==> config.mk <==
export PLATFORM = sky130hd
export DESIGN_NAME = cna_prep
export DESIGN_NICKNAME = d
export VERILOG_FILES = /design/src/hw/rtl/complex_number_alu_macros.svh /design/src/hw/rtl/cna_pkg.sv /design/src/hw/rtl/cna_prep.sv
export SDC_FILE = /design/constraint.sdc
export NUM_CORES = 1
export LEC_CHECK = 0
export BUFFER_PORTS_ARGS = -buffer_cell sky130_fd_sc_hd__buf_4
export CAP_MARGIN = 15
export CORE_AREA = 2 2 356 358
export CTS_CLUSTER_DIAMETER = 40
export DETAILED_ROUTE_END_ITERATION = 16
export DIE_AREA = 0 0 358 360
export GPL_TIMING_DRIVEN = 1
export PLACE_DENSITY = 0.5
export SLEW_MARGIN = 20
export SYNTH_ARGS = -nofsm -noshare
export SYNTH_HDL_FRONTEND = slang
export SYNTH_SLANG_ARGS = --single-unit
==> constraint.sdc <==
create_clock -name clk -period 24.1 [get_ports clk]
set_clock_uncertainty 0.2 [all_clocks]
set_input_delay 1.205 -clock clk [delete_from_list [all_inputs] [get_ports clk]]
set_output_delay 1.205 -clock clk [all_outputs]
set_load 0.03 [all_outputs]
==> src/hw/rtl/complex_number_alu_macros.svh <==
// Assertion macros shared by the complex number ALU RTL.
// Depends on signals named clk and rst_n in the including module.
`ifndef COMPLEX_NUMBER_ALU_MACROS_SVH
`define COMPLEX_NUMBER_ALU_MACROS_SVH

// Combinational property checked at every clock edge outside reset.
`define CNA_ASSERT_ALWAYS(lbl, expr, msg) \
    lbl: assert property (@(posedge clk) disable iff (!rst_n) (expr)) else $error(msg);

// Implication with the consequent checked in the same cycle.
`define CNA_ASSERT_IMPLY(lbl, ante, cons, msg) \
    lbl: assert property (@(posedge clk) disable iff (!rst_n) (ante) |-> (cons)) else $error(msg);

`endif

==> src/hw/rtl/cna_pkg.sv <==
// Package for the complex number ALU: operation and status codes, stage payload types
// and saturation helpers. No dependencies.
package cna_pkg;

    // Default number of fraction bits of the fixed-point operands.
    localparam int FRAC_BITS_DEF = 16;

    // Quotient bits produced by the divider; one pipeline stage per bit.
    localparam int DIV_STEPS = 33;

    typedef enum logic [2:0] {
        OP_ADD  = 3'd0,
        OP_SUB  = 3'd1,
        OP_MUL  = 3'd2,
        OP_DIV  = 3'd3,
        OP_EQ   = 3'd4,
        OP_CONJ = 3'd5,
        OP_MAG  = 3'd6,
        OP_NZ   = 3'd7
    } op_t;

    typedef enum logic [1:0] {
        ST_OK   = 2'd0,
        ST_SAT  = 2'd1,
        ST_DIVZ = 2'd2
    } status_t;

    // Registered operands.
    typedef struct packed {
        op_t                op;
        logic signed [31:0] ar;
        logic signed [31:0] ai;
        logic signed [31:0] br;
        logic signed [31:0] bi;
    } in_t;

    // Partial products plus the finished results of the simple operations.
    typedef struct packed {
        op_t                op;
        logic signed [63:0] pp0;
        logic signed [63:0] pp1;
        logic signed [63:0] pp2;
        logic signed [63:0] pp3;
        logic signed [63:0] pp4;
        logic signed [63:0] pp5;
        logic signed [31:0] rr;
        logic signed [31:0] ri;
        logic               flag;
        status_t            st;
    } prod_t;

    // Exact sums of product pairs and the divisor's squared magnitude.
    typedef struct packed {
        op_t                op;
        logic signed [64:0] sa;
        logic signed [64:0] sb;
        logic [63:0]        den;
        logic signed [31:0] rr;
        logic signed [31:0] ri;
        logic               flag;
        status_t            st;
    } sum_t;

    // Divider state for both parts, plus finished results for everything else.
    typedef struct packed {
        logic               is_div;
        logic signed [31:0] rr;
        logic signed [31:0] ri;
        logic               flag;
        status_t            st;
        logic [63:0]        den;
        logic [63:0]        mag_re;
        logic [63:0]        mag_im;
        logic               neg_re;
        logic               neg_im;
        logic               ovf_re;
        logic               ovf_im;
        logic [63:0]        rem_re;
        logic [63:0]        rem_im;
        logic [32:0]        q_re;
        logic [32:0]        q_im;
    } div_t;

    // True when a 33-bit signed value does not fit 32 bits.
    function automatic logic ovf_s33(input logic [32:0] v);
        return v[32] != v[31];
    endfunction

    function automatic logic [31:0] sat_s33(input logic [32:0] v);
        if (ovf_s33(v))
        begin
            return v[32] ? 32'h8000_0000 : 32'h7FFF_FFFF;
        end
        return v[31:0];
    endfunction

    // True when a 65-bit signed value does not fit 32 bits.
    function automatic logic ovf_s65(input logic [64:0] v);
        return (|v[64:31]) && !(&v[64:31]);
    endfunction

    function automatic logic [31:0] sat_s65(input logic [64:0] v);
        if (ovf_s65(v))
        begin
            return v[64] ? 32'h8000_0000 : 32'h7FFF_FFFF;
        end
        return v[31:0];
    endfunction

endpackage

==> src/hw/rtl/cna_prep.sv <==
// Two pipeline stages: exact 65-bit sums of product pairs, then scaling and saturation
// for multiply and magnitude, or divider setup for divide. Depends on cna_pkg.
module cna_prep #(
    parameter int FRAC_BITS = cna_pkg::FRAC_BITS_DEF
) (
    input  logic            clk,
    input  logic            rst_n,
    input  logic            up_valid,
    input  cna_pkg::prod_t  up_data,
    output logic            up_ready,
    output logic            down_valid,
    output cna_pkg::div_t   down_data,
    input  logic            down_ready
);

    // Dividend bits above the quotient window seed the remainder.
    localparam int RSH = cna_pkg::DIV_STEPS - FRAC_BITS;

    logic               v2_reg;
    cna_pkg::sum_t      s2_reg;
    cna_pkg::sum_t      s2_next;
    logic               v3_reg;
    cna_pkg::div_t      s3_reg;
    cna_pkg::div_t      s3_next;
    logic               en2;
    logic               en3;
    logic signed [64:0] sh_a;
    logic signed [64:0] sh_b;
    logic [64:0]        abs_a;
    logic [64:0]        abs_b;
    logic [63:0]        top_a;
    logic [63:0]        top_b;

    assign en3      = !v3_reg || down_ready;
    assign en2      = !v2_reg || en3;
    assign up_ready = en2;

    always_ff @(posedge clk or negedge rst_n)
    begin
        if (!rst_n)
        begin
            v2_reg <= 1'b0;
            v3_reg <= 1'b0;
        end
        else
        begin
            if (en2)
            begin
                v2_reg <= up_valid;
            end
            if (en3)
            begin
                v3_reg <= v2_reg;
            end
        end
    end

    // Exact pair sums for each operation.
    always_comb
    begin
        s2_next      = '0;
        s2_next.op   = up_data.op;
        s2_next.rr   = up_data.rr;
        s2_next.ri   = up_data.ri;
        s2_next.flag = up_data.flag;
        s2_next.st   = up_data.st;
        s2_next.den  = 64'(up_data.pp4) + 64'(up_data.pp5);
        case (up_data.op)
            cna_pkg::OP_MUL:
            begin
                s2_next.sa = 65'(up_data.pp0) - 65'(up_data.pp1);
                s2_next.sb = 65'(up_data.pp2) + 65'(up_data.pp3);
            end
            cna_pkg::OP_DIV:
            begin
                s2_next.sa = 65'(up_data.pp0) + 65'(up_data.pp1);
                s2_next.sb = 65'(up_data.pp3) - 65'(up_data.pp2);
            end
            cna_pkg::OP_MAG:
            begin
                s2_next.sa = 65'(up_data.pp4) + 65'(up_data.pp5);
                s2_next.sb = '0;
            end
            default:
            begin
                s2_next.sa = '0;
                s2_next.sb = '0;
            end
        endcase
    end

    always_ff @(posedge clk)
    begin
        if (en2)
        begin
            s2_reg <= s2_next;
        end
    end

    // Floor scaling for products, or magnitude, sign and seed remainder for divide.
    always_comb
    begin
        sh_a  = s2_reg.sa >>> FRAC_BITS;
        sh_b  = s2_reg.sb >>> FRAC_BITS;
        abs_a = s2_reg.sa[64] ? (65'd0 - s2_reg.sa) : s2_reg.sa;
        abs_b = s2_reg.sb[64] ? (65'd0 - s2_reg.sb) : s2_reg.sb;
        top_a = abs_a[63:0] >> RSH;
        top_b = abs_b[63:0] >> RSH;

        s3_next        = '0;
        s3_next.rr     = s2_reg.rr;
        s3_next.ri     = s2_reg.ri;
        s3_next.flag   = s2_reg.flag;
        s3_next.st     = s2_reg.st;
        s3_next.den    = s2_reg.den;
        s3_next.mag_re = abs_a[63:0];
        s3_next.mag_im = abs_b[63:0];
        s3_next.neg_re = s2_reg.sa[64];
        s3_next.neg_im = s2_reg.sb[64];
        case (s2_reg.op)
            cna_pkg::OP_MUL, cna_pkg::OP_MAG:
            begin
                s3_next.rr = cna_pkg::sat_s65(sh_a);
                s3_next.ri = cna_pkg::sat_s65(sh_b);
                s3_next.st = (cna_pkg::ovf_s65(sh_a) || cna_pkg::ovf_s65(sh_b)) ?
                             cna_pkg::ST_SAT : cna_pkg::ST_OK;
            end
            cna_pkg::OP_DIV:
            begin
                if (s2_reg.den == '0)
                begin
                    s3_next.rr = '0;
                    s3_next.ri = '0;
                    s3_next.st = cna_pkg::ST_DIVZ;
                end
                else
                begin
                    // A quotient of 2^33 or more is flagged now and saturates later.
                    s3_next.is_div = 1'b1;
                    s3_next.st     = cna_pkg::ST_OK;
                    s3_next.ovf_re = top_a >= s2_reg.den;
                    s3_next.ovf_im = top_b >= s2_reg.den;
                    s3_next.rem_re = (top_a >= s2_reg.den) ? '0 : top_a;
                    s3_next.rem_im = (top_b >= s2_reg.den) ? '0 : top_b;
                end
            end
            default:
            begin
                s3_next.is_div = 1'b0;
            end
        endcase
    end

    always_ff @(posedge clk)
    begin
        if (en3)
        begin
            s3_reg <= s3_next;
        end
    end

    assign down_valid = v3_reg;
    assign down_data  = s3_reg;

endmodule

==> summary.txt <==
Run status
  – Result of the run: finished clean

Final layout
  – Total area of multi-input combinational cells: 21100 µm²
  – Area growth from synthesis to final layout: 27.3%
  – Final non-filler cell area: 52600 µm²
  – Max reg flops: 358
  – Most common library cell in the layout ignoring fill and taps: buf_4
  – FF+latch area: 18700 µm²
  – Nets: 5707
  – Cell Count, Final, Fillers Out: 6705
  – Core utilization of the finished layout: 42.1%
  – Top library cells by usage in the layout, fill and taps aside: buf_4 (844), edfxtp_1 (622), nand2_1 (415)
  – Fill count: 12400
  – Ratio of cells with drive above 1 in the final layout: 21.7%

Worst hold path
  – Startpoint of the worst hold path: s2_reg[124]
  – Worst hold path cell count: 0
  – Sink of the worst hold path: down_data[383]
  – Path class of the lowest-slack min-delay path: reg -> reg

Setup path
  – Worst path slowest cell: a2111oi_0
  – Required time at the worst-slack endpoint: 24350 ps
  – Most common cell type on the critical path: a21o_1
  – FF-to-FF Start: s2_reg[209]
  – Largest stage delay on the critical path: 890 ps
  – Max Fanout on Critical Path: 18
  – Crit path arrival time: 7680 ps
  – Dominant delay contributor by cell family on the critical path: simple AND/OR/NAND/NOR gates
  – Depth of the most critical reg-to-reg path: 19
  – Register-to-register setup slack: 16670 ps
  – Type of origin of the critical path: flop
  – Capturing element type of the critical path: flop
  – Worst path cell trace: or4_1, nor4b_1, nand2b_1, or3_1, nand4bb_1, nor3_1, nand2_1, o31ai_1, xnor2_1, ha_1, a21o_1, a21o_1, a21oi_1, nor2b_1, o21ai_0, a211oi_1, a2111oi_0, a211oi_4, nor3b_1
  – Critical path class: reg -> reg
  – Endpoint of the most critical register-to-register path: down_data[175]
  – Buffers & Inverters on Critical Path: 0
  – Critical path depth in cells: 19

Power and ir drop
  – P_leak: 21.9 nW
  – Total power per unit cell area: 87.7 nW/µm²
  – Overall power consumption: 0.00461 W
  – Maximum vdd drop: 0.0709 mV

Detailed routing
  – Routed length on met2: 80.7 mm
  – Via count normalized by instance count: 5.38
  – Wire length the detailed router placed on met1: 73.3 mm
  – Number of design rule violations left after detail routing: 0
  – Iteration-0 DRC count of the detailed router: 3408
  – Met3 WL post-DR: 14.8 mm
  – Wire length after detailed routing: 173 mm
  – Average wire per standard cell: 25.9 µm
  – Top layer in use: met5
  – Total number of vias: 36100
  – Pre-antenna DRT Iters: 6
  – Routed Antenna Nets: 0

Placed design
  – Placed instance area: 48800 µm²
  – Placed cell count: 6492
  – RePlAce Congestion: 0.907
  – Half-perimeter wire length of the detailed placement result: 141 mm
  – Number of buffers added on ports: 817

GRT
  – Initial antenna violation count: 21
  – Global-route wire length before repair: 245 mm
  – Remaining Overflow, GRT: 0
  – Overall fraction of global-route tracks in use: 26.0%
  – Vias in the first global route: 35100
  – Largest net degree at the start of global routing: 133

STA
  – Setup repair after global routing missed its margin: false
  – Relative slew margins: 16.0%
  – Final Hold Violating Endpoints: 0
  – Final number of max-transition violations: 0
  – Setup TNS after final layout: 0 ps
  – Post-route minimum period: 7430 ps
  – Upper clock frequency limit: 0.135 GHz
  – Transition time at the pin with the least slew margin: 1250 ps
  – Final-report setup violation count: 0
  – Final worst path period share: 30.8%

Logic synthesis
  – Proportion of synthesized chip area in sequential cells: 45.4%
  – Cell taking the most area after synthesis: edfxtp_1
  – Count of distinct cell types in the synthesized netlist: 91
  – Total standard cell area after synthesis: 41300 µm²
  – Number of enable-type register cells in the synthesized netlist: 622
  – Mean area per synthesized cell: 9.91 µm²
  – FF+latch count, synth: 624
  – Dominant cells by area after synthesis: edfxtp_1 (45%), ha_1 (8.8%), xnor2_1 (6.2%)
  – Cells after synthesis: 4168
  – Warnings from Yosys: 0
  – Most frequently used flop master after synthesis: edfxtp_1
  – Share of synthesized registers carrying an async set or reset: 0.321%
  – Top cell type's share of synthesized area: 45.2%

Clocking
  – Root cell of the clock tree: clkbuf_16
  – Maximum buffer depth of the clock tree: 3
  – Number of sinks driven by the clock tree: 624
  – Insertion delay of the later-clocked pin in the worst-skew pair: 750 ps
  – Number of resized instances in the post-cts repair step: 0
  – Hold_buf cts: 1
  – Clock-pin slew reported for the worst setup and hold paths after clock tree synthesis: 60 ps
  – Max H-tree Level: 3
  – Clock tree from TritonCTS: done
  – Number of buffers added for setup after CTS: 0
  – Number of buffers inserted during clock tree synthesis: 110

Die
  – Floorplan die height: 360 µm
  – Overall die area: 129000 µm²
  – Horizontal die dimension: 358 µm
  – Floorplan row count: 130
  – Area inside the core boundary: 125000 µm²
  – I/O pin count: 918
  – Effective utilization at floorplan: 33.1%

Job
  – Number of maximum-capacitance constraint violations: 0
==> how the worst max path moves through the flow <==
stage,end,from
5_1_grt,down_data[175],s2_reg[209]
3_5_place_dp,down_data[175],s2_reg[209]
6_report,down_data[175],s2_reg[209]
3_3_place_gp,down_data[175],s2_reg[209]
4_1_cts,down_data[175],s2_reg[209]
2_1_floorplan,down_data[100],down_ready
==> final cells by class <==
class | count | area share [%]
timing repair buffer | 846 | 12.1
clock inverter | 90 | 1.92
inverter | 136 | 0.973
tap | 1650 | 3.93
antenna | 5 | 0.0238
clock buffer | 117 | 5.29
sequential | 624 | 35.6
multi-input combinational | 3237 | 40.1
==> cell families (layout without fill, tap and decap cells) <==
logic type / after synthesis / count (layout) / synth area share, %
and+or+nand+nor: 1312 / 1312 / 15.3
AOI/OAI and AO/OA: 1108 / 1108 / 16.8
DFF: 624 / 624 / 45.4
xor gates and xnor gates: 416 / 416 / 8.82
buffers and inverters: 406 / 1189 / 4.65
adders and majority gates: 294 / 294 / 8.96
muxes: 7 / 7 / 0.173
other: 1 / 105 / 0.00908
==> per-layer routing <==
| metal | vias to the layer above | track usage, % |
|---|---|---|
| met5 | - | 0 |
| met4 | 14 | 6.60 |
| met3 | 220 | 6.92 |
| met2 | 1432 | 42.2 |
| met1 | 17600 | 34.1 |
| li1 | 16800 | - |
==> metrics by stage <==
| step | hold WS, ps | worst slack [ps] |
|---|---|---|
| final | 223 | 16670 |
| after global placement | 211 | 16960 |
| after detailed placement | 224 | 16950 |
| after floorplan | 200 | 13340 |
| after global routing | 225 | 16290 |
| after CTS | 221 | 16860 |
==> cells in the mapped netlist, drive strengths merged (19+ instances only) <==
cell and number:
o41ai 32, nor2b 27, o31ai 78, nand4 91
or3 54, o21bai 35, ha 291, clkbuf 154
nand2 417, o21a 27, a21o 118, a22o 19
inv 136, nor3b 20, o21ai 326, and3 27
nor2 369, nor3 72, nor4 56, or4 34
edfxtp 622, a211oi 30, nand3 48, a21oi 304
a31oi 30, xnor2 291, nand2b 45, buf 115
xor2 125
==> power breakdown <==
group          internal, W  switching, W
clock network     0.000958      0.000632
registers          0.00143      0.000141
logic             0.000504      0.000953
total              0.00289       0.00173
No activity file was read; power rests on OpenSTA's default activity.
