===== config.mk =====
export PLATFORM = sky130hd
export DESIGN_NAME = cna_div_stage
export DESIGN_NICKNAME = d
export VERILOG_FILES = /design/src/hw/rtl/complex_number_alu_macros.svh /design/src/hw/rtl/cna_pkg.sv /design/src/hw/rtl/cna_div_stage.sv
export SDC_FILE = /design/constraint.sdc
export NUM_CORES = 1
export LEC_CHECK = 0
export ABC_AREA = 1
export BUFFER_PORTS_ARGS = -buffer_cell sky130_fd_sc_hd__buf_2
export CORE_AREA = 3 3 355 357
export CTS_CLUSTER_DIAMETER = 150
export DETAILED_ROUTE_END_ITERATION = 8
export DIE_AREA = 0 0 358 360
export GPL_TIMING_DRIVEN = 0
export PLACE_DENSITY = 0.51
export SLEW_MARGIN = 20
export SYNTH_ARGS = -nofsm -noshare
export SYNTH_HDL_FRONTEND = slang
export SYNTH_SLANG_ARGS = --single-unit
export TNS_END_PERCENT = 50

===== constraint.sdc =====
create_clock -name clk -period 19.4 [get_ports clk]
set_clock_uncertainty 0.15 [all_clocks]
set_input_delay 3.88 -clock clk [delete_from_list [all_inputs] [get_ports clk]]
set_output_delay 3.88 -clock clk [all_outputs]
set_load 0.02 [all_outputs]

===== src/hw/rtl/complex_number_alu_macros.svh =====
// Assertion macros shared by the complex number ALU RTL.
// Depends on signals named clk and rst_n in the including module.
`ifndef COMPLEX_NUMBER_ALU_MACROS_SVH
`define COMPLEX_NUMBER_ALU_MACROS_SVH

// Combinational property checked at every clock edge outside reset.
`define CNA_ASSERT_ALWAYS(lbl, expr, msg) \
    lbl: assert property (@(posedge clk) disable iff (!rst_n) (expr)) else $error(msg);

// Implication with the consequent checked in the same cycle.
`define CNA_ASSERT_IMPLY(lbl, ante, cons, msg) \
    lbl: assert property (@(posedge clk) disable iff (!rst_n) (ante) |-> (cons)) else $error(msg);

`endif


===== src/hw/rtl/cna_pkg.sv =====
// Package for the complex number ALU: operation and status codes, stage payload types
// and saturation helpers. No dependencies.
package cna_pkg;

    // Default number of fraction bits of the fixed-point operands.
    localparam int FRAC_BITS_DEF = 16;

    // Quotient bits produced by the divider; one pipeline stage per bit.
    localparam int DIV_STEPS = 33;

    typedef enum logic [2:0] {
        OP_ADD  = 3'd0,
        OP_SUB  = 3'd1,
        OP_MUL  = 3'd2,
        OP_DIV  = 3'd3,
        OP_EQ   = 3'd4,
        OP_CONJ = 3'd5,
        OP_MAG  = 3'd6,
        OP_NZ   = 3'd7
    } op_t;

    typedef enum logic [1:0] {
        ST_OK   = 2'd0,
        ST_SAT  = 2'd1,
        ST_DIVZ = 2'd2
    } status_t;

    // Registered operands.
    typedef struct packed {
        op_t                op;
        logic signed [31:0] ar;
        logic signed [31:0] ai;
        logic signed [31:0] br;
        logic signed [31:0] bi;
    } in_t;

    // Partial products plus the finished results of the simple operations.
    typedef struct packed {
        op_t                op;
        logic signed [63:0] pp0;
        logic signed [63:0] pp1;
        logic signed [63:0] pp2;
        logic signed [63:0] pp3;
        logic signed [63:0] pp4;
        logic signed [63:0] pp5;
        logic signed [31:0] rr;
        logic signed [31:0] ri;
        logic               flag;
        status_t            st;
    } prod_t;

    // Exact sums of product pairs and the divisor's squared magnitude.
    typedef struct packed {
        op_t                op;
        logic signed [64:0] sa;
        logic signed [64:0] sb;
        logic [63:0]        den;
        logic signed [31:0] rr;
        logic signed [31:0] ri;
        logic               flag;
        status_t            st;
    } sum_t;

    // Divider state for both parts, plus finished results for everything else.
    typedef struct packed {
        logic               is_div;
        logic signed [31:0] rr;
        logic signed [31:0] ri;
        logic               flag;
        status_t            st;
        logic [63:0]        den;
        logic [63:0]        mag_re;
        logic [63:0]        mag_im;
        logic               neg_re;
        logic               neg_im;
        logic               ovf_re;
        logic               ovf_im;
        logic [63:0]        rem_re;
        logic [63:0]        rem_im;
        logic [32:0]        q_re;
        logic [32:0]        q_im;
    } div_t;

    // True when a 33-bit signed value does not fit 32 bits.
    function automatic logic ovf_s33(input logic [32:0] v);
        return v[32] != v[31];
    endfunction

    function automatic logic [31:0] sat_s33(input logic [32:0] v);
        if (ovf_s33(v))
        begin
            return v[32] ? 32'h8000_0000 : 32'h7FFF_FFFF;
        end
        return v[31:0];
    endfunction

    // True when a 65-bit signed value does not fit 32 bits.
    function automatic logic ovf_s65(input logic [64:0] v);
        return (|v[64:31]) && !(&v[64:31]);
    endfunction

    function automatic logic [31:0] sat_s65(input logic [64:0] v);
        if (ovf_s65(v))
        begin
            return v[64] ? 32'h8000_0000 : 32'h7FFF_FFFF;
        end
        return v[31:0];
    endfunction

endpackage


===== src/hw/rtl/cna_div_stage.sv =====
// One restoring division step for both parts of a quotient, as one pipeline stage.
// Depends on cna_pkg.
module cna_div_stage #(
    parameter int FRAC_BITS = cna_pkg::FRAC_BITS_DEF,
    parameter int STEP      = 0
) (
    input  logic           clk,
    input  logic           rst_n,
    input  logic           up_valid,
    input  cna_pkg::div_t  up_data,
    output logic           up_ready,
    output logic           down_valid,
    output cna_pkg::div_t  down_data,
    input  logic           down_ready
);

    // Dividend bit brought in at this step, counted from the quotient LSB.
    localparam int BITPOS = cna_pkg::DIV_STEPS - 1 - STEP;

    logic           v_reg;
    cna_pkg::div_t  d_reg;
    cna_pkg::div_t  d_next;
    logic           en;
    logic           bit_re;
    logic           bit_im;
    logic [64:0]    r2_re;
    logic [64:0]    r2_im;
    logic [64:0]    den_x;
    logic           ge_re;
    logic           ge_im;
    logic [64:0]    diff_re;
    logic [64:0]    diff_im;

    assign en       = !v_reg || down_ready;
    assign up_ready = en;

    // The dividend is the magnitude shifted up by the fraction bits.
    if (BITPOS >= FRAC_BITS)
    begin : g_mag_bit
        assign bit_re = up_data.mag_re[BITPOS - FRAC_BITS];
        assign bit_im = up_data.mag_im[BITPOS - FRAC_BITS];
    end
    else
    begin : g_zero_bit
        assign bit_re = 1'b0;
        assign bit_im = 1'b0;
    end

    // Shift in one bit, compare with the divisor, subtract when it fits.
    always_comb
    begin
        den_x   = {1'b0, up_data.den};
        r2_re   = {up_data.rem_re, bit_re};
        r2_im   = {up_data.rem_im, bit_im};
        ge_re   = r2_re >= den_x;
        ge_im   = r2_im >= den_x;
        diff_re = r2_re - den_x;
        diff_im = r2_im - den_x;
        d_next        = up_data;
        d_next.rem_re = ge_re ? diff_re[63:0] : r2_re[63:0];
        d_next.rem_im = ge_im ? diff_im[63:0] : r2_im[63:0];
        d_next.q_re   = {up_data.q_re[31:0], ge_re};
        d_next.q_im   = {up_data.q_im[31:0], ge_im};
    end

    always_ff @(posedge clk or negedge rst_n)
    begin
        if (!rst_n)
        begin
            v_reg <= 1'b0;
        end
        else if (en)
        begin
            v_reg <= up_valid;
        end
    end

    always_ff @(posedge clk)
    begin
        if (en)
        begin
            d_reg <= d_next;
        end
    end

    assign down_valid = v_reg;
    assign down_data  = d_reg;

endmodule


==> results of run 1 <==
==> layer usage <==
metal | share of wire | vias to the layer above | GRT usage | routed length [microns]
li1 | - | 13100 | - | -
met1 | 0.38 | 12600 | 0.264 | 59800
met2 | 0.52 | 1060 | 0.441 | 81200
met3 | 0.061 | 327 | 0.0465 | 9640
met4 | 0.040 | 10 | 0.0727 | 6230
met5 | 0.00040 | - | 0 | 63
==> cell usage after synthesis (5+ instances only) <==
| master | count | area, sq um |
|---|---|---|
| nand2_1 | 1346 | 5050 |
| inv_1 | 697 | 2620 |
| edfxtp_1 | 458 | 13800 |
| nand3_1 | 288 | 1440 |
| nor2_1 | 195 | 732 |
| ha_1 | 128 | 1600 |
| a21oi_1 | 90 | 450 |
| xor2_1 | 60 | 526 |
| nand2_2 | 32 | 200 |
| nand3b_1 | 26 | 195 |
| nor2_2 | 22 | 138 |
| nor3_1 | 22 | 110 |
| nand4_1 | 21 | 131 |
| buf_2 | 20 | 100 |
| inv_2 | 16 | 60.1 |
| o21ai_0 | 14 | 70.1 |
| nor4_1 | 11 | 68.8 |
| clkbuf_1 | 8 | 30.0 |
| and3_1 | 7 | 43.8 |
| nor2_4 | 6 | 67.6 |
| nand3_2 | 5 | 50.1 |
| o21bai_1 | 5 | 37.5 |
==> cells in the final DEF (no fill, tap or decap), types with 3 or more instances in the layout <==
cell type,n
buf_2,939
o21bai_1,5
a21oi_1,90
edfxtp_1,458
inv_1,697
clkbuf_16,59
buf_4,3
nor3_2,3
bufinv_16,4
nand3b_1,26
clkinvlp_4,4
xor2_1,60
clkinv_1,7
nand2_4,4
diode_2,30
ha_1,128
nor2_1,195
and3_1,7
clkinv_4,4
and2_1,4
nand2_2,32
clkbuf_1,21
nor2_2,22
nand4_1,21
inv_2,16
nor4_1,11
buf_6,4
buf_12,4
nor3_1,22
nor2_4,6
nand3_1,288
inv_6,4
nand2_1,1345
o21ai_0,14
nand3_2,5
buf_16,9
clkinv_2,12
==> through the flow <==
step	hold WS, ns	instance area, sq um	util	cells	total power [mW]
final	0.710	36700	0.298	6215	3.17
after global routing	0.747	36700	0.297	6195	3.34
after CTS	0.713	36600	0.297	6185	3.23
after detailed placement	0.693	34800	0.282	6077	2.12
after global placement	3.51	34500	0.280	6068	2.16
after floorplan	3.43	27900	-	3512	1.77
==> final timing paths <==
kind / to / startpoint / cells past startpoint / slack (ns)
max in group asynchronous: down_valid / rst_n / 1 / 16.18
max reg2reg: down_data[237] / down_valid / 4 / 17.16
min: down_valid / down_valid / 2 / 0.71
min in group asynchronous: down_valid / rst_n / 1 / 2.84
max: up_ready / down_ready / 6 / 10.10
min reg2reg: down_valid / down_valid / 2 / 0.71
==> final cells by class <==
type	instances	share of cell area
buffer	39	0.00756
tap	1637	0.0558
clock buffer	72	0.0415
sequential	459	0.375
timing repair buffer	928	0.132
antenna	30	0.00204
inverter	714	0.0730
multi-input combinational	2300	0.303
clock inverter	36	0.00988
==> worst max-delay path, cell delays in order <==
cell	delay (ns)
buf_2	0.07
inv_1	0.05
nand2_4	0.32
buf_16	0.31
buf_16	0.29
buf_2	0.23
==> report_power, final <==
part / switching [mW] / leakage, nW / internal (mW)
clock: 0.467 / 0.913 / 0.616
sequential: 0.0298 / 4.63 / 1.21
combinational: 0.600 / 13.6 / 0.246
total: 1.10 / 19.2 / 2.08
==> cell families after synthesis <==
group,after synthesis,share of synthesized area
and+or+nand+nor,1993,0.299
buffers and inverters,753,0.106
DFF,459,0.495
adders and majority gates,130,0.0589
AOI/OAI and AO/OA,115,0.0216
xor gates and xnor gates,62,0.0195
==> sequential cells by signal (all words and copies together) (netlist names) <==
name	flops
down_data	458
down_valid	1
==> out/qor.csv, run 1 <==
stage,metric,value,unit
global_route,initial antenna violation count,125,
worst_setup_path,critical path class,primary input to primary output,
timing,final hold viol count,0,
worst_hold_path,worst min-delay path class,register to register,
clock_tree,Clock transition at path regs,0.06,ns
drt,drt first pass iters,8,
place,Detailed Place HPWL,139,mm
synth,ys async rst share,0.00218,
run,Max Cap Viol,0,
synth,"Avg Cell Area, Syn",7.93,sq um
clock_tree,CTS H-tree lvls,2,
drt,Final Routed Wirelength,157,mm
clock_tree,clk sinks,459,
synth,syn nets,4104,
floorplanning,Die Y,360,microns
place,RePlAce Congestion,0.925,
final_layout,area occupied by multi-input gates,0.0111,sq mm
drt,DR vias/cell,4.35,
global_route,total track usage,0.235,
global_route,gr ovfl total,0,
global_route,vias in the first global route,26500,
synth,Seq cells post-synth,459,
pwr,power per cell area,86.4,mW/mm^2
timing,min setup slack post-route,10.10,ns
timing,minimum clock period,9.30,ns
drt,Final ANT Viol Nets,0,
synth,Synth cell types,36,
floorplanning,I/O pins,922,
synth,share of the yosys chip area belonging to registers,0.495,
clock_tree,CTS Hold Buffers Added,0,
synth,Mapped Cells,3512,
synth,number of flops mapped to enable cells by yosys,458,
drt,drt drc,0,
drt,initial drt markers,1827,
floorplanning,die footprint,0.129,sq mm
final_layout,FF/Latch Area,0.0138,sq mm
pwr,VDD IR max,0.0000725,V
place,buffers added on ports,919,
timing,RSZ-0062 raised after global routing,no,
worst_setup_path,CP arrival,5.27,ns
timing,Rel. slew slack,0.540,
floorplanning,starting density of the core,0.226,
timing,worst-margin pin slew,0.683,ns
worst_setup_path,crit start category,primary input,
synth,yosys warns,0,
timing,Final Max Slew Viols,0,
clock_tree,CTS Buf Count,58,
final_layout,Syn-to-layout area delta,31.8,%
drt,Avg WL per Cell,25.2,microns
worst_setup_path,"Req. time, crit path",15.37,ns
clock_tree,CTS tree,yes,
clock_tree,Clock Latency Late Sink,0.66,ns
clock_tree,Post-CTS Resized,0,
clock_tree,setup bufs post-CTS,0,
synth,top_reg_cell synth,edfxtp_1,
timing,f_max,107,MHz
global_route,largest net degree at the start of global routing,56,
global_route,first-pass GRT wire length,208,mm
pwr,Static Leakage,19.2,nW
worst_setup_path,Critical Path End Type,primary output,
floorplanning,Die Width,358,microns
worst_setup_path,CP max FO,54,
synth,Mapped Area,0.0279,sq mm
final_layout,share of layout cells above drive strength 1,0.251,
drt,vias after detailed routing,27000,
timing,"Period Utilization, post-route",0.480,
place,"worst slack, placed",10.10,ns
final_layout,fill cell count,13700,
timing,final setup vio count,0,
clock_tree,CTS Buffer Depth,3,
run_status,status,"complete, no violations",
final_layout,Final #Nets,5092,
clock_tree,clk root buf,clkbuf_16,
timing,Setup TNS Final,0,ns
floorplanning,Placement Rows,129,
floorplanning,Core Region,0.123,sq mm
Note: power is estimated with default switching activity, not from simulation.
==> inputs of run 2 (changes only) <==
clock period = 9 ns   (was 19.4 ns; I/O delays follow)
==> run 2 against run 1 <==
First-iteration DRC count is 0.66% higher. Cell area is 0.34% lower. Sequential cell count stayed put. Largest cell class unchanged. Largest power group unchanged.
==> out/qor.csv, run 2 (synthesis results as in run 1) <==
stage,metric,value,unit,change
drt,Final ANT Viol Nets,0,,unchanged
worst_setup_path,RR Endpoint,down_data[184],,was down_data[237]
worst_hold_path,worst min-delay path class,primary input to asynchronous set/reset pin,,was register to register
timing,Final Max Slew Viols,0,,unchanged
place,buffers added on ports,919,,unchanged
clock_tree,clk sinks,459,,unchanged
clock_tree,Clock transition at path regs,0.06,ns,about the same
worst_setup_path,crit-path cells,buf_2 > inv_1 > nand2_8 > buf_16 > buf_16 > buf_2,,was buf_2 > inv_1 > nand2_4 > buf_16 > buf_16 > buf_2
drt,Final Routed Wirelength,160,mm,was 157 mm
clock_tree,CTS Hold Buffers Added,0,,unchanged
worst_setup_path,Critical Path End Type,primary output,,unchanged
timing,Rel. slew slack,0.390,,was 0.540
worst_setup_path,crit start category,primary input,,unchanged
drt,drt drc,0,,unchanged
timing,minimum clock period,5.52,ns,
worst_setup_path,CP max FO,83,,was 54
timing,RSZ-0062 raised after global routing,no,,unchanged
drt,DR vias/cell,4.33,,was 4.35
worst_setup_path,"Req. time, crit path",7.05,ns,was 15.37 ns
drt,vias after detailed routing,26900,,was 27.0k
run_status,status,"complete, no violations",,unchanged
timing,"Period Utilization, post-route",0.613,,
clock_tree,clk root buf,clkbuf_16,,unchanged
final_layout,max FFs per register,458,,unchanged
final_layout,final design utilization,0.297,,was 0.298
worst_setup_path,Worst path max stage delay,0.50,ns,was 0.32 ns
floorplanning,Die Y,360,microns,unchanged
clock_tree,CTS H-tree lvls,2,,unchanged
worst_setup_path,path depth of the worst reg2reg path,3,,was 4
worst_setup_path,crit path max-delay cell type,nand2_8,,was nand2_4
floorplanning,I/O pins,922,,unchanged
timing,final hold viol count,0,,unchanged
global_route,gr ovfl total,0,,unchanged
clock_tree,Clock Latency Late Sink,0.66,ns,about the same
place,"worst slack, placed",3.44,ns,was 10.10 ns
worst_setup_path,CP arrival,3.57,ns,was 5.27 ns
floorplanning,Placement Rows,129,,unchanged
place,RePlAce Congestion,0.984,,was 0.925
worst_setup_path,critical path class,primary input to primary output,,unchanged
timing,final setup vio count,0,,unchanged
worst_setup_path,Crit path buffers/inverters,5,,unchanged
final_layout,"most common cell after layout, fill and taps aside",nand2_1,,unchanged
global_route,first-pass GRT wire length,210,mm,was 208 mm
global_route,initial antenna violation count,120,,was 125
worst_setup_path,worst r2r src,down_valid,,unchanged
clock_tree,setup bufs post-CTS,0,,unchanged
final_layout,Final #Nets,5087,,was 5092
floorplanning,Core Region,0.123,sq mm,unchanged
clock_tree,CTS tree,yes,,unchanged
floorplanning,die footprint,0.129,sq mm,unchanged
worst_setup_path,"setup slack, reg-to-reg",6.55,ns,was 17.16 ns
clock_tree,CTS Buffer Depth,3,,unchanged
pwr,Static Leakage,19.1,nW,was 19.2 nW
final_layout,most frequent cells in the layout,"nand2_1, buf_2, inv_1",,unchanged
timing,min setup slack post-route,3.48,ns,was 10.10 ns
floorplanning,starting density of the core,0.226,,unchanged
final_layout,Syn-to-layout area delta,31.4,%,was 31.8%
place,Detailed Place HPWL,141,mm,was 139 mm
drt,Avg WL per Cell,25.7,microns,was 25.2 microns
run,Max Cap Viol,0,,unchanged
floorplanning,Die Width,358,microns,unchanged
clock_tree,CTS Buf Count,57,,was 58
clock_tree,Post-CTS Resized,0,,unchanged
global_route,largest net degree at the start of global routing,90,,was 56
global_route,total track usage,0.239,,was 0.235
worst_setup_path,"Largest delay share family, worst path",buffers and inverters,,unchanged
timing,f_max,181,MHz,
pwr,power per cell area,186,mW/mm^2,was 86.4 mW/mm^2
timing,worst-margin pin slew,0.905,ns,was 0.683 ns
final_layout,share of layout cells above drive strength 1,0.248,,was 0.251
global_route,vias in the first global route,26200,,was 26.5k
pwr,VDD IR max,0.000141,V,was 0.0000725 V
drt,initial drt markers,1839,,was 1827
drt,drt first pass iters,7,,was 8
timing,Setup TNS Final,0,ns,unchanged
==> run 2: layout make-up <==
cell class              instances  area (sq um)
diodes                         42           105
plain buffers                  39           278
clock buffers                  71          1500
clock inverters                33           333
fillers                     13700         86700
inverters                     714          2680
multi-input cells            2300         11100
flip-flops and latches        459         13800
well taps                    1637          2050
repair buffers                924          4740
==> run 2: per-layer routing <==
layer,vias to the layer above,routed length (microns),GRT usage
met1,12500,59500,0.266
met5,-,66,0
met4,10,6640,0.0793
met3,308,10600,0.0474
li1,13100,-,-
met2,1062,83000,0.449
==> run 2: worst max-delay path by stage <==
stage	depth (start not counted)	startpoint	end
after detailed placement	6	down_ready	up_ready
after CTS	6	down_ready	up_ready
after global placement	4	down_ready	up_ready
after floorplan	2	down_ready	up_ready
after global routing	6	down_ready	up_ready
final	6	down_ready	up_ready
==> run 2: through the flow <==
stage	hold slack, ns	instance area [sq um]	instances	power [mW]
2_1_floorplan	1.35	27900	3512	3.76
3_3_place_gp	1.43	34500	6068	4.59
3_5_place_dp	1.03	34700	6073	4.57
5_1_grt	0.714	36500	6195	7.16
6_report	0.752	36600	6219	6.81
4_1_cts	0.703	36500	6177	6.92
==> run 2: power breakdown <==
group / total (mW) / switching [mW] / internal (mW) / leakage [nW]
clock: 2.30 / 0.995 / 1.30 / 0.873
combinational: 1.83 / 1.30 / 0.524 / 13.6
sequential: 2.68 / 0.0657 / 2.62 / 4.63
