## config.mk

```make
export PLATFORM = sky130hd
export DESIGN_NAME = cna_out_stage_flat
export DESIGN_NICKNAME = d
export VERILOG_FILES = /design/src/hw/rtl/complex_number_alu_macros.svh /design/src/hw/rtl/cna_pkg.sv /design/src/hw/rtl/cna_if.sv /design/src/hw/rtl/cna_out_stage.sv /design/src/flat_wrapper.sv
export SDC_FILE = /design/constraint.sdc
export NUM_CORES = 1
export LEC_CHECK = 0
export BUFFER_PORTS_ARGS = -buffer_cell sky130_fd_sc_hd__buf_2
export CORE_AREA = 2 2 204 206
export DETAILED_ROUTE_END_ITERATION = 7
export DIE_AREA = 0 0 206 208
export SYNTH_ARGS = -nofsm -noshare
export SYNTH_HDL_FRONTEND = slang
export SYNTH_SLANG_ARGS = --single-unit
```

## constraint.sdc

```tcl
create_clock -name clk -period 2.6 [get_ports clk]
set_input_delay 0.52 -clock clk [delete_from_list [all_inputs] [get_ports clk]]
set_output_delay 0.52 -clock clk [all_outputs]
set_load 0.02 [all_outputs]
```

## src/hw/rtl/complex_number_alu_macros.svh

```systemverilog
// Assertion macros shared by the complex number ALU RTL.
// Depends on signals named clk and rst_n in the including module.
`ifndef COMPLEX_NUMBER_ALU_MACROS_SVH
`define COMPLEX_NUMBER_ALU_MACROS_SVH

// Combinational property checked at every clock edge outside reset.
`define CNA_ASSERT_ALWAYS(lbl, expr, msg) \
    lbl: assert property (@(posedge clk) disable iff (!rst_n) (expr)) else $error(msg);

// Implication with the consequent checked in the same cycle.
`define CNA_ASSERT_IMPLY(lbl, ante, cons, msg) \
    lbl: assert property (@(posedge clk) disable iff (!rst_n) (ante) |-> (cons)) else $error(msg);

`endif

```

## src/hw/rtl/cna_pkg.sv

```systemverilog
// Package for the complex number ALU: operation and status codes, stage payload types
// and saturation helpers. No dependencies.
package cna_pkg;

    // Default number of fraction bits of the fixed-point operands.
    localparam int FRAC_BITS_DEF = 16;

    // Quotient bits produced by the divider; one pipeline stage per bit.
    localparam int DIV_STEPS = 33;

    typedef enum logic [2:0] {
        OP_ADD  = 3'd0,
        OP_SUB  = 3'd1,
        OP_MUL  = 3'd2,
        OP_DIV  = 3'd3,
        OP_EQ   = 3'd4,
        OP_CONJ = 3'd5,
        OP_MAG  = 3'd6,
        OP_NZ   = 3'd7
    } op_t;

    typedef enum logic [1:0] {
        ST_OK   = 2'd0,
        ST_SAT  = 2'd1,
        ST_DIVZ = 2'd2
    } status_t;

    // Registered operands.
    typedef struct packed {
        op_t                op;
        logic signed [31:0] ar;
        logic signed [31:0] ai;
        logic signed [31:0] br;
        logic signed [31:0] bi;
    } in_t;

    // Partial products plus the finished results of the simple operations.
    typedef struct packed {
        op_t                op;
        logic signed [63:0] pp0;
        logic signed [63:0] pp1;
        logic signed [63:0] pp2;
        logic signed [63:0] pp3;
        logic signed [63:0] pp4;
        logic signed [63:0] pp5;
        logic signed [31:0] rr;
        logic signed [31:0] ri;
        logic               flag;
        status_t            st;
    } prod_t;

    // Exact sums of product pairs and the divisor's squared magnitude.
    typedef struct packed {
        op_t                op;
        logic signed [64:0] sa;
        logic signed [64:0] sb;
        logic [63:0]        den;
        logic signed [31:0] rr;
        logic signed [31:0] ri;
        logic               flag;
        status_t            st;
    } sum_t;

    // Divider state for both parts, plus finished results for everything else.
    typedef struct packed {
        logic               is_div;
        logic signed [31:0] rr;
        logic signed [31:0] ri;
        logic               flag;
        status_t            st;
        logic [63:0]        den;
        logic [63:0]        mag_re;
        logic [63:0]        mag_im;
        logic               neg_re;
        logic               neg_im;
        logic               ovf_re;
        logic               ovf_im;
        logic [63:0]        rem_re;
        logic [63:0]        rem_im;
        logic [32:0]        q_re;
        logic [32:0]        q_im;
    } div_t;

    // True when a 33-bit signed value does not fit 32 bits.
    function automatic logic ovf_s33(input logic [32:0] v);
        return v[32] != v[31];
    endfunction

    function automatic logic [31:0] sat_s33(input logic [32:0] v);
        if (ovf_s33(v))
        begin
            return v[32] ? 32'h8000_0000 : 32'h7FFF_FFFF;
        end
        return v[31:0];
    endfunction

    // True when a 65-bit signed value does not fit 32 bits.
    function automatic logic ovf_s65(input logic [64:0] v);
        return (|v[64:31]) && !(&v[64:31]);
    endfunction

    function automatic logic [31:0] sat_s65(input logic [64:0] v);
        if (ovf_s65(v))
        begin
            return v[64] ? 32'h8000_0000 : 32'h7FFF_FFFF;
        end
        return v[31:0];
    endfunction

endpackage

```

## src/hw/rtl/cna_if.sv

```systemverilog


interface cna_rsp_if;
    logic        valid;
    logic        ready;
    logic [31:0] res_real;
    logic [31:0] res_imag;
    logic        flag;
    logic [1:0]  status;

    modport source (output valid, res_real, res_imag, flag, status, input ready);
    modport sink   (input valid, res_real, res_imag, flag, status, output ready);
endinterface

```

## src/hw/rtl/cna_out_stage.sv

```systemverilog
// Output register: signs and saturates divide quotients and drives the response channel.
// Depends on cna_pkg, cna_if.
module cna_out_stage (
    input  logic           clk,
    input  logic           rst_n,
    input  logic           up_valid,
    input  cna_pkg::div_t  up_data,
    output logic           up_ready,
    cna_rsp_if.source      rsp
);

    logic              v_reg;
    logic [31:0]       rr_reg;
    logic [31:0]       ri_reg;
    logic              flag_reg;
    cna_pkg::status_t  st_reg;
    logic [31:0]       rr_next;
    logic [31:0]       ri_next;
    logic              flag_next;
    cna_pkg::status_t  st_next;
    logic              en;
    logic              sat_re;
    logic              sat_im;
    logic [32:0]       neg_q_re;
    logic [32:0]       neg_q_im;

    assign en       = !v_reg || rsp.ready;
    assign up_ready = en;

    // A negative quotient may reach 2^31, a positive one only 2^31 - 1.
    always_comb
    begin
        sat_re   = up_data.ovf_re || (up_data.neg_re ? (up_data.q_re > 33'h0_8000_0000)
                                                     : (up_data.q_re > 33'h0_7FFF_FFFF));
        sat_im   = up_data.ovf_im || (up_data.neg_im ? (up_data.q_im > 33'h0_8000_0000)
                                                     : (up_data.q_im > 33'h0_7FFF_FFFF));
        neg_q_re = 33'd0 - up_data.q_re;
        neg_q_im = 33'd0 - up_data.q_im;
        if (up_data.is_div)
        begin
            if (sat_re)
            begin
                rr_next = up_data.neg_re ? 32'h8000_0000 : 32'h7FFF_FFFF;
            end
            else
            begin
                rr_next = up_data.neg_re ? neg_q_re[31:0] : up_data.q_re[31:0];
            end
            if (sat_im)
            begin
                ri_next = up_data.neg_im ? 32'h8000_0000 : 32'h7FFF_FFFF;
            end
            else
            begin
                ri_next = up_data.neg_im ? neg_q_im[31:0] : up_data.q_im[31:0];
            end
            flag_next = 1'b0;
            st_next   = (sat_re || sat_im) ? cna_pkg::ST_SAT : cna_pkg::ST_OK;
        end
        else
        begin
            rr_next   = up_data.rr;
            ri_next   = up_data.ri;
            flag_next = up_data.flag;
            st_next   = up_data.st;
        end
    end

    always_ff @(posedge clk or negedge rst_n)
    begin
        if (!rst_n)
        begin
            v_reg <= 1'b0;
        end
        else if (en)
        begin
            v_reg <= up_valid;
        end
    end

    always_ff @(posedge clk)
    begin
        if (en)
        begin
            rr_reg   <= rr_next;
            ri_reg   <= ri_next;
            flag_reg <= flag_next;
            st_reg   <= st_next;
        end
    end

    assign rsp.valid    = v_reg;
    assign rsp.res_real = rr_reg;
    assign rsp.res_imag = ri_reg;
    assign rsp.flag     = flag_reg;
    assign rsp.status   = st_reg;

endmodule

```

## src/flat_wrapper.sv

```systemverilog
// flat-port wrapper written by rule: the top's interface ports become plain ports
module cna_out_stage_flat 
  (clk, rst_n, up_valid, up_data, up_ready, rsp_valid, rsp_res_real, rsp_res_imag, rsp_flag, rsp_status, rsp_ready);
  cna_rsp_if rsp_i ();
  input  logic clk;
  input  logic rst_n;
  input  logic up_valid;
  input  cna_pkg::div_t up_data;
  output logic up_ready;
  output wire logic [$bits(rsp_i.valid)-1:0] rsp_valid;
  output wire logic [$bits(rsp_i.res_real)-1:0] rsp_res_real;
  output wire logic [$bits(rsp_i.res_imag)-1:0] rsp_res_imag;
  output wire logic [$bits(rsp_i.flag)-1:0] rsp_flag;
  output wire logic [$bits(rsp_i.status)-1:0] rsp_status;
  input wire logic [$bits(rsp_i.ready)-1:0] rsp_ready;
  assign rsp_valid = rsp_i.valid;
  assign rsp_res_real = rsp_i.res_real;
  assign rsp_res_imag = rsp_i.res_imag;
  assign rsp_flag = rsp_i.flag;
  assign rsp_status = rsp_i.status;
  assign rsp_i.ready = rsp_ready;
  cna_out_stage u_core (.clk(clk), .rst_n(rst_n), .up_valid(up_valid), .up_data(up_data), .up_ready(up_ready), .rsp(rsp_i));
endmodule
```

==> key figures, run 1 <==
Timing
  – Fmax: 0.400 GHz
  – Clk_skew: 0.0114 ns
  – Slew @ Worst Pin: 0.560 ns
  – Slew HR: 0.625
  – Fin crit share: 0.963
  – Hold Vio Cnt, Final: 0
  – Setup ws final: 0.0971 ns
  – Final worst path period need: 2.50 ns
  – Setup TNS: 0 ns
  – Worst hold margin: 0.445 ns
  – RSZ-0062 raised after global routing: false
  – # setup viols final: 0
  – Max Slew Vio Count: 0

Worst setup path
  – Worst-path fanout max: 4
  – Crit path top cell by count: buf_4
  – Bufs and invs on worst path: 3
  – CP peak stage delay: 0.55 ns
  – CP endpoint kind: register
  – Delay-heaviest family, CP: simple AND/OR/NAND/NOR gates
  – Crit-path cells: buf_2 > or4_4 > or3_1 > nor4_4 > or2_4 > buf_4 > nor2_1 > buf_4 > nor3_1
  – Worst Setup Start Kind: input port
  – Critical Path RT: 2.76 ns
  – Crit-path slowest cell: or4_4
  – Critical path type: input port to register
  – Critical path arrival: 2.66 ns

Clocking
  – Insertion delay to the later sink of the worst-skew pair: 0.36 ns
  – Root buffer cell: clkbuf_16
  – H-tree Lvls: 3
  – Cts bufs inserted: 9
  – Num Clock Sinks: 68
  – Worst-path clk slew: 0.06 ns
  – TritonCTS clock tree: done
  – Max clock buf depth: 2
  – Setup Buffers After CTS: 0

Routing
  – Initial DRC count: 527
  – Antenna viol nets, final: 0
  – DRC Markers: 0
  – Vias: 6017
  – Detailed Routing Iterations Pass 1: 5
  – Vias per cell: 4.21
  – Routed wire per std cell: 18.1 um
  – Drt total wl: 25.9 mm

Finish
  – Commonest non-fill, non-tap cells in the layout: buf_2, buf_4, nor2_1
  – Total Nets Final: 1358
  – ANT cells: 0
  – Final Cell Area: 7980 sq um
  – Fillers: 4556
  – Layout cell share with drive strength beyond 1: 0.412
  – Commonest non-fill, non-tap cell in the layout: buf_2
  – Syn-to-layout area delta: 61.1%

Placement
  – Placer Congestion: 0.923
  – Final HPWL DP: 21.1 mm
  – I/O Buffers: 210
  – Placed cell areas: 7540 sq um
  – Post-placement setup slack: -0.288 ns

Flow run
  – Max Cap Viol: 0

Global route
  – Largest net degree at the start of global routing: 35
  – Initial antenna violation count: 4
  – First-pass GRT wire length: 37.4 mm
  – Vias in the first global route: 5923
  – Grt ovf: 0
  – Global-route usage over all layers: 0.119

Yosys
  – Xor-xnor portion of the synthesized cell area: 0.0230
  – Yosys Warn Count: 0
  – Asr flop ratio synth: 0.0147
  – Synth Flop Type: edfxtp_1
  – EDFF count, synth: 67
  – Distinct cells, synth: 62
  – Syn Inst Count: 576
  – Largest family of logic cells by synthesized area: simple AND/OR/NAND/NOR gates
  – Adder-Cell Fraction of Synth Area: 0.0101
  – Synth Area in Compound Gates: 0.219
  – Register area share after synthesis: 0.411
  – Synthesis-stage register bit count: 68
  – Simple-Gate Fraction of Synth Area: 0.279
  – Post-synthesis mux area share: 0.00834
  – Cell Area, Synth: 4950 sq um
  – Post-Syn Area per Cell: 8.60 sq um
  – Synth Net Count: 1042

Floorplanning
  – Die Span Y: 208 um
  – Row count: 74
  – Initial Utilization: 0.122
  – Die Area: 42800 sq um
  – Top-level I/O count: 531
  – Core area: 40600 sq um
  – Die width: 206 um

Pwr
  – Total power: 3.99 mW
  – Leakage power: 3.27 nW
  – Peak supply drop: 231 uV
  – Sw Ratio: 0.282
  – Clock share of power: 0.420
  – Sw Pwr: 1.13 mW
  – Pwr/cell area: 499 nW/um^2
  – Comb pwr share: 0.235
  – Sequential Power Share: 0.345
  – Int Power: 2.86 mW

Run status
  – Status: finished clean

Hold path
  – HP Class: input port to register
==> final timing paths <==
path	slack, ns	startpoint	cells past startpoint	endpoint
min in group asynchronous	0.47	rst_n	2	u_core.rsp.valid
max in group asynchronous	2.05	rst_n	2	u_core.rsp.valid
min	0.45	up_data[421]	3	u_core.rsp.res_imag[28]
max reg2reg	1.19	u_core.rsp.valid	2	u_core.rsp.res_imag[5]
max	0.1	up_data[46]	9	u_core.rsp.res_real[30]
min reg2reg	0.83	u_core.rsp.valid	2	u_core.rsp.valid
==> through the flow <==
step                      std cells   util
after floorplan                 576      -
after global placement         1412  0.186
after detailed placement       1412  0.186
after CTS                      1429  0.196
after global routing           1429  0.197
final                          1429  0.197
==> layout make-up <==
class,count,area [sq um],area share
Clock inverter,6,159,0.0199
Inverter,27,101,0.0127
Tap cell,532,666,0.0834
Sequential cell,68,2040,0.255
Timing Repair Buffer,337,2060,0.258
Multi-Input combinational cell,449,2720,0.341
Clock buffer,10,239,0.0299
==> tightest hold or removal path, cell delays in order <==
cell and delay (ns):
buf_2 0.08, nand2_1 0.04, nand3_1 0.06
==> power groups by stage <==
stage | Sequential [mW] | Clock (mW) | Combinational [mW]
2_1_floorplan | 1.53 | 0 | 0.284
5_1_grt | 1.39 | 1.77 | 1.01
3_3_place_gp | 1.40 | 0 | 0.931
3_5_place_dp | 1.40 | 0 | 0.933
4_1_cts | 1.38 | 1.73 | 0.938
6_report | 1.38 | 1.68 | 0.936
==> synthesized netlist by cell type, types with 16 or more instances <==
library cell,instances,share of area
a21oi_1,41,0.041
or3_1,16,0.020
nand3_1,26,0.026
inv_1,27,0.020
edfxtp_1,67,0.41
o21ai_0,16,0.016
clkbuf_1,25,0.019
nand2_1,59,0.045
nor4_1,22,0.028
nor2_1,72,0.055
nor3_1,26,0.026
nand4_1,17,0.021
==> per-layer routing <==
metal,vias to the layer above,wire length [um],GRT usage
met2,303,12700,0.203
met4,8,279,0.0249
li1,2847,-,-
met5,-,55,0
met3,26,2430,0.0341
met1,2833,10500,0.147
==> kinds of logic after synthesis <==
group,Yosys count
flip-flops,68
AO/OA/AOI/OAI,152
AND/OR/NAND/NOR,276
multiplexers,4
XOR/XNOR,13
adder cells (fa/ha/maj),4
buffers and inverters,59
==> timing repair <==
| action | CTS | global route |
|---|---|---|
| setup endpoints to repair | 0 | 6 |
| hold endpoints to repair | 1 | 0 |
| hold buffers | 1 | 0 |
| gates resized for setup | 0 | 5 |
Note: power is estimated with default switching activity, not from simulation.
==> inputs of run 2 (changes only) <==
--- a/config.mk
+++ b/config.mk
@@ -6,9 +6,12 @@
 export NUM_CORES = 1
 export LEC_CHECK = 0
 export BUFFER_PORTS_ARGS = -buffer_cell sky130_fd_sc_hd__buf_2
-export CORE_AREA = 2 2 204 206
+export CELL_PAD_IN_SITES_DETAIL_PLACEMENT = 0
+export CELL_PAD_IN_SITES_GLOBAL_PLACEMENT = 1
+export CORE_AREA = 2 2 209 211
 export DETAILED_ROUTE_END_ITERATION = 7
-export DIE_AREA = 0 0 206 208
+export DIE_AREA = 0 0 211 213
+export PLACE_DENSITY_LB_ADDON = 0.1
 export SYNTH_ARGS = -nofsm -noshare
 export SYNTH_HDL_FRONTEND = slang
 export SYNTH_SLANG_ARGS = --single-unit
==> key figures, run 2 (same netlist as run 1, synthesis figures left out) <==
Clocking
  – TritonCTS clock tree: done
  – Cts bufs inserted: 9
  – Max clock buf depth: 2
  – Insertion delay to the later sink of the worst-skew pair: 0.38 ns
  – Num Clock Sinks: 68
  – Worst-path clk slew: 0.07 ns
  – H-tree Lvls: 3
  – Root buffer cell: clkbuf_16
  – Setup Buffers After CTS: 0

Placement
  – Placer Congestion: 0.777
  – Post-placement setup slack: -0.556 ns
  – I/O Buffers: 210
  – Final HPWL DP: 24.7 mm
  – DP Cell Count: 1470
  – Placed cell areas: 7900 sq um

Hold path
  – HP Class: input port to register

Worst setup path
  – Worst R2R Setup Slack: 1.12 ns
  – CP endpoint kind: register
  – Worst Setup Start Kind: input port
  – Critical path type: input port to register
  – Crit path capture: u_core.rsp.res_real[18]
  – Crit path from: up_data[34]
  – Crit-path slowest cell: nor4_4
  – Crit-path cells: buf_2 > inv_1 > ha_1 > nor3b_2 > nand4_1 > nor4_4 > or2_4 > o21ai_4 > buf_12 > o32ai_1
  – FF-to-FF path depth: 2
  – CP peak stage delay: 0.39 ns
  – FF-to-FF End: u_core.rsp.res_real[29]
  – Critical R2R Launch: u_core.rsp.valid
  – Worst-path fanout max: 10
  – Critical path arrival: 2.66 ns
  – Critical Path RT: 2.76 ns

Global route
  – Initial antenna violation count: 8
  – First-pass GRT wire length: 42.6 mm
  – Largest net degree at the start of global routing: 33
  – Most Used Layer, Global Route: met2
  – Grt ovf: 0
  – Vias in the first global route: 6496
  – Grt met3 use: 0.0415
  – Global-route usage over all layers: 0.135
  – Routing usage on met2: 0.244
  – GRT met1 Usage: 0.151

Pwr
  – Leakage power: 3.43 nW
  – Pwr/cell area: 443 nW/um^2
  – Sequential Power Share: 0.373
  – Peak supply drop: 263 uV
  – Clock share of power: 0.353
  – Sw Ratio: 0.323
  – Total power: 3.65 mW
  – Int Power: 2.47 mW
  – Comb pwr share: 0.273
  – Sw Pwr: 1.18 mW

Finish
  – Layout cell share with drive strength beyond 1: 0.443
  – Util after Layout: 0.193
  – Commonest non-fill, non-tap cell in the layout: buf_2
  – Commonest non-fill, non-tap cells in the layout: buf_2, buf_4, nor2_1
  – Syn-to-layout area delta: 66.6%
  – Final Cell Area: 8250 sq um
  – Total Nets Final: 1402
  – Final cell count without fillers: 1489

Timing
  – Worst hold margin: 0.422 ns
  – Setup ws final: 0.105 ns
  – Hold Vio Cnt, Final: 0
  – Fin crit share: 0.959
  – Slew HR: 0.515
  – Fmax: 0.401 GHz
  – Final worst path period need: 2.49 ns
  – Max Slew Vio Count: 0
  – RSZ-0062 raised after global routing: false
  – Clk_skew: 0.00831 ns
  – Setup TNS: 0 ns
  – Slew @ Worst Pin: 0.727 ns
  – # setup viols final: 0

Run status
  – Status: finished clean

Floorplanning
  – Initial Utilization: 0.116
  – Die Area: 44900 sq um
  – Row count: 76
  – Top-level I/O count: 531
  – Die width: 211 um
  – Die Span Y: 213 um
  – Core area: 42700 sq um

Routing
  – Routed wire per std cell: 20.3 um
  – Antenna viol nets, final: 0
  – Detailed Routing Iterations Pass 1: 5
  – Initial DRC count: 275
  – Vias: 6011
  – Vias per cell: 4.04
  – Drt total wl: 30.2 mm
  – DRC Markers: 0

Flow run
  – Max Cap Viol: 0
[run 2: power by group through the flow]
stage,clock network (mW),registers [mW],logic [mW]
2_1_floorplan,0,1.53,0.284
5_1_grt,1.41,1.38,1.09
3_3_place_gp,0,1.39,1.03
4_1_cts,1.38,1.37,1.03
3_5_place_dp,0,1.39,1.02
6_report,1.29,1.36,0.999
[run 2: worst min-delay path by stage]
stage	start	end	slack [ns]	cells past startpoint
global route	up_data[448]	u_core.rsp.res_real[23]	0.41	2
detailed placement	rst_n	u_core.rsp.valid	0.30	1
floorplan	rst_n	u_core.rsp.valid	0.22	0
global placement	rst_n	u_core.rsp.valid	0.30	1
CTS	up_data[430]	u_core.rsp.res_real[5]	0.38	2
finish	up_data[430]	u_core.rsp.res_real[5]	0.42	2
[run 2: timing repair]
action                     CTS  global route
gates resized for setup      4             5
hold endpoints to repair     1             0
pin swaps                    0             1
setup endpoints to repair    5             3
hold buffers                 1             0
[run 2: routing by layer]
metal	routed length, um	part of all wire
met1	12300	0.41
met2	15500	0.51
met3	1880	0.062
met4	433	0.014
met5	81	0.0027
[run 2: cell type report]
| class | instances | area [sq um] |
|---|---|---|
| inverters | 27 | 101 |
| clock buffers | 11 | 233 |
| flip-flops and latches | 68 | 2040 |
| multi-input cells | 449 | 2740 |
| fillers | 4884 | 34400 |
| repair buffers | 381 | 2400 |
| clock inverters | 5 | 52.6 |
| diodes | 2 | 5.00 |
| well taps | 546 | 683 |
[run 2: critical path, delay by kind of cell]
family / cells / cell delay (ns)
buffers and inverters: 3 / 0.41
adder cells (fa/ha/maj): 1 / 0.22
AND/OR/NAND/NOR: 4 / 1.09
AO/OA/AOI/OAI: 2 / 0.41
==> inputs of run 3 (changes only) <==
--- a/config.mk
+++ b/config.mk
@@ -11,6 +11,7 @@
 export CORE_AREA = 2 2 209 211
 export DETAILED_ROUTE_END_ITERATION = 7
 export DIE_AREA = 0 0 211 213
+export GPL_TIMING_DRIVEN = 0
 export PLACE_DENSITY_LB_ADDON = 0.1
 export SYNTH_ARGS = -nofsm -noshare
 export SYNTH_HDL_FRONTEND = slang
==> key figures, run 3 (same netlist as run 1, synthesis figures left out) <==
Hold path
  – Hold path startpoint: up_data[448]
  – Hold EP: u_core.rsp.res_real[23]
  – HP Class: input port to register
  – Hold Path Depth: 2

Worst setup path
  – Critical path type: input port to register
  – Critical R2R Launch: u_core.rsp.valid
  – Worst Setup Start Kind: input port
  – CP peak stage delay: 0.52 ns
  – Worst-path fanout max: 7
  – Critical path arrival: 2.77 ns
  – FF-to-FF path depth: 2
  – CP endpoint kind: register
  – Worst R2R Setup Slack: 1.15 ns
  – Crit-path slowest cell: or4_4
  – FF-to-FF End: u_core.rsp.res_imag[15]
  – Crit path from: up_data[46]
  – Critical Path RT: 2.79 ns
  – Crit-path cells: buf_2 > or4_4 > or3_4 > nor4_4 > or2_4 > o21ai_4 > buf_8 > o32ai_1

Flow run
  – Max Cap Viol: 0

Timing
  – Fmax: 0.389 GHz
  – Hold Vio Cnt, Final: 0
  – Final worst path period need: 2.57 ns
  – Setup ws final: 0.0277 ns
  – # setup viols final: 0
  – RSZ-0062 raised after global routing: false
  – Slew @ Worst Pin: 1.03 ns
  – Fin crit share: 0.989
  – Slew HR: 0.313
  – Max Slew Vio Count: 0
  – Clk_skew: 0.00818 ns

Routing
  – Antenna viol nets, final: 0
  – Vias per cell: 4.16
  – Detailed Routing Iterations Pass 1: 6
  – Initial DRC count: 177
  – Routed wire per std cell: 22.8 um
  – Drt total wl: 31.0 mm
  – Vias: 5676
  – DRC Markers: 0

Finish
  – Commonest non-fill, non-tap cell in the layout: buf_2
  – Layout cell share with drive strength beyond 1: 0.369
  – Final Cell Area: 7480 sq um
  – Commonest non-fill, non-tap cells in the layout: buf_2, nor2_1, edfxtp_1
  – Total Nets Final: 1274
  – Syn-to-layout area delta: 51.1%
  – Util after Layout: 0.175

Placement
  – Placer Congestion: 0.796
  – Final HPWL DP: 24.3 mm
  – Placed cell areas: 6710 sq um
  – I/O Buffers: 204
  – Post-placement setup slack: -1.21 ns

Clocking
  – H-tree Lvls: 3
  – Num Clock Sinks: 68
  – TritonCTS clock tree: done
  – Insertion delay to the later sink of the worst-skew pair: 0.37 ns
  – Root buffer cell: clkbuf_16
  – Max clock buf depth: 2
  – Worst-path clk slew: 0.07 ns
  – Cts bufs inserted: 9

Global route
  – Grt ovf: 0
  – Global-route usage over all layers: 0.137
  – Largest net degree at the start of global routing: 47
  – Initial antenna violation count: 8
  – First-pass GRT wire length: 43.2 mm
  – Vias in the first global route: 5984

Pwr
  – Peak supply drop: 293 uV
  – Leakage power: 2.83 nW
  – Total power: 3.72 mW
  – Pwr/cell area: 497 nW/um^2

Floorplanning
  – Die width: 211 um
  – Initial Utilization: 0.116
  – Die Area: 44900 sq um
  – Die Span Y: 213 um
  – Top-level I/O count: 531
  – Row count: 76
  – Core area: 42700 sq um

Run status
  – Status: finished clean
-- run 3: changes by cell type in the layout (fill, tap and decap cells not counted), sizes merged --
cell,delta
buf,-153
clkbuf,+23
clkinv,+1
diode,+2
bufinv,+1
-- run 3: worst max path at each step --
stage                              end  depth (start not counted)
3_5_place_dp   u_core.rsp.res_real[20]                          9
5_1_grt        u_core.rsp.res_imag[21]                          9
3_3_place_gp   u_core.rsp.res_real[20]                          9
2_1_floorplan  u_core.rsp.res_real[16]                          9
6_report       u_core.rsp.res_real[18]                          8
4_1_cts        u_core.rsp.res_imag[23]                          7
-- run 3: stage by stage --
step	instances	TNS [ns]	hold slack (ns)
floorplan	576	0	0.224
global placement	1326	-71.97	0.296
detailed placement	1327	-58.02	0.301
CTS	1354	-0.275	0.398
global route	1360	0	0.418
finish	1363	0	0.436
-- run 3: repair_timing --
item                                    CTS  global route
resized for setup                        27            34
pin swaps                                 6            10
endpoints found under the setup margin   64            56
buffers inserted                         10             6
hold buffers                              1             0
cloned                                    0             1
hold endpoints to repair                  1             0
-- run 3: layer usage --
layer,share of wire,track usage,vias to the layer above
met3,0.065,0.0421,23
met2,0.50,0.244,180
met4,0.012,0.0289,8
met5,0.0014,0,-
li1,-,-,2692
met1,0.42,0.163,2773
-- run 3: power breakdown --
group          switching, mW  internal (mW)  total [mW]
registers             0.0289           1.33        1.36
clock network          0.595          0.838        1.43
logic                  0.612          0.311       0.923
total                   1.24           2.48        3.72
-- run 3: worst max-delay path, delay by kind of cell --
kind	cells	cell delay (ns)
AND/OR/NAND/NOR	4	1.51
buffers and inverters	2	0.32
AO/OA/AOI/OAI	2	0.40
-- run 3: cell type report --
type                            instances  area (sq um)
Tap cell                              546           683
Antenna cell                            4          10.0
Timing Repair Buffer                  223          1200
Fill cell                            4847         35200
Inverter                               27           101
Sequential cell                        68          2040
Multi-Input combinational cell        449          2990
Buffer                                 30           146
Clock inverter                          7          91.3
Clock buffer                            9           225
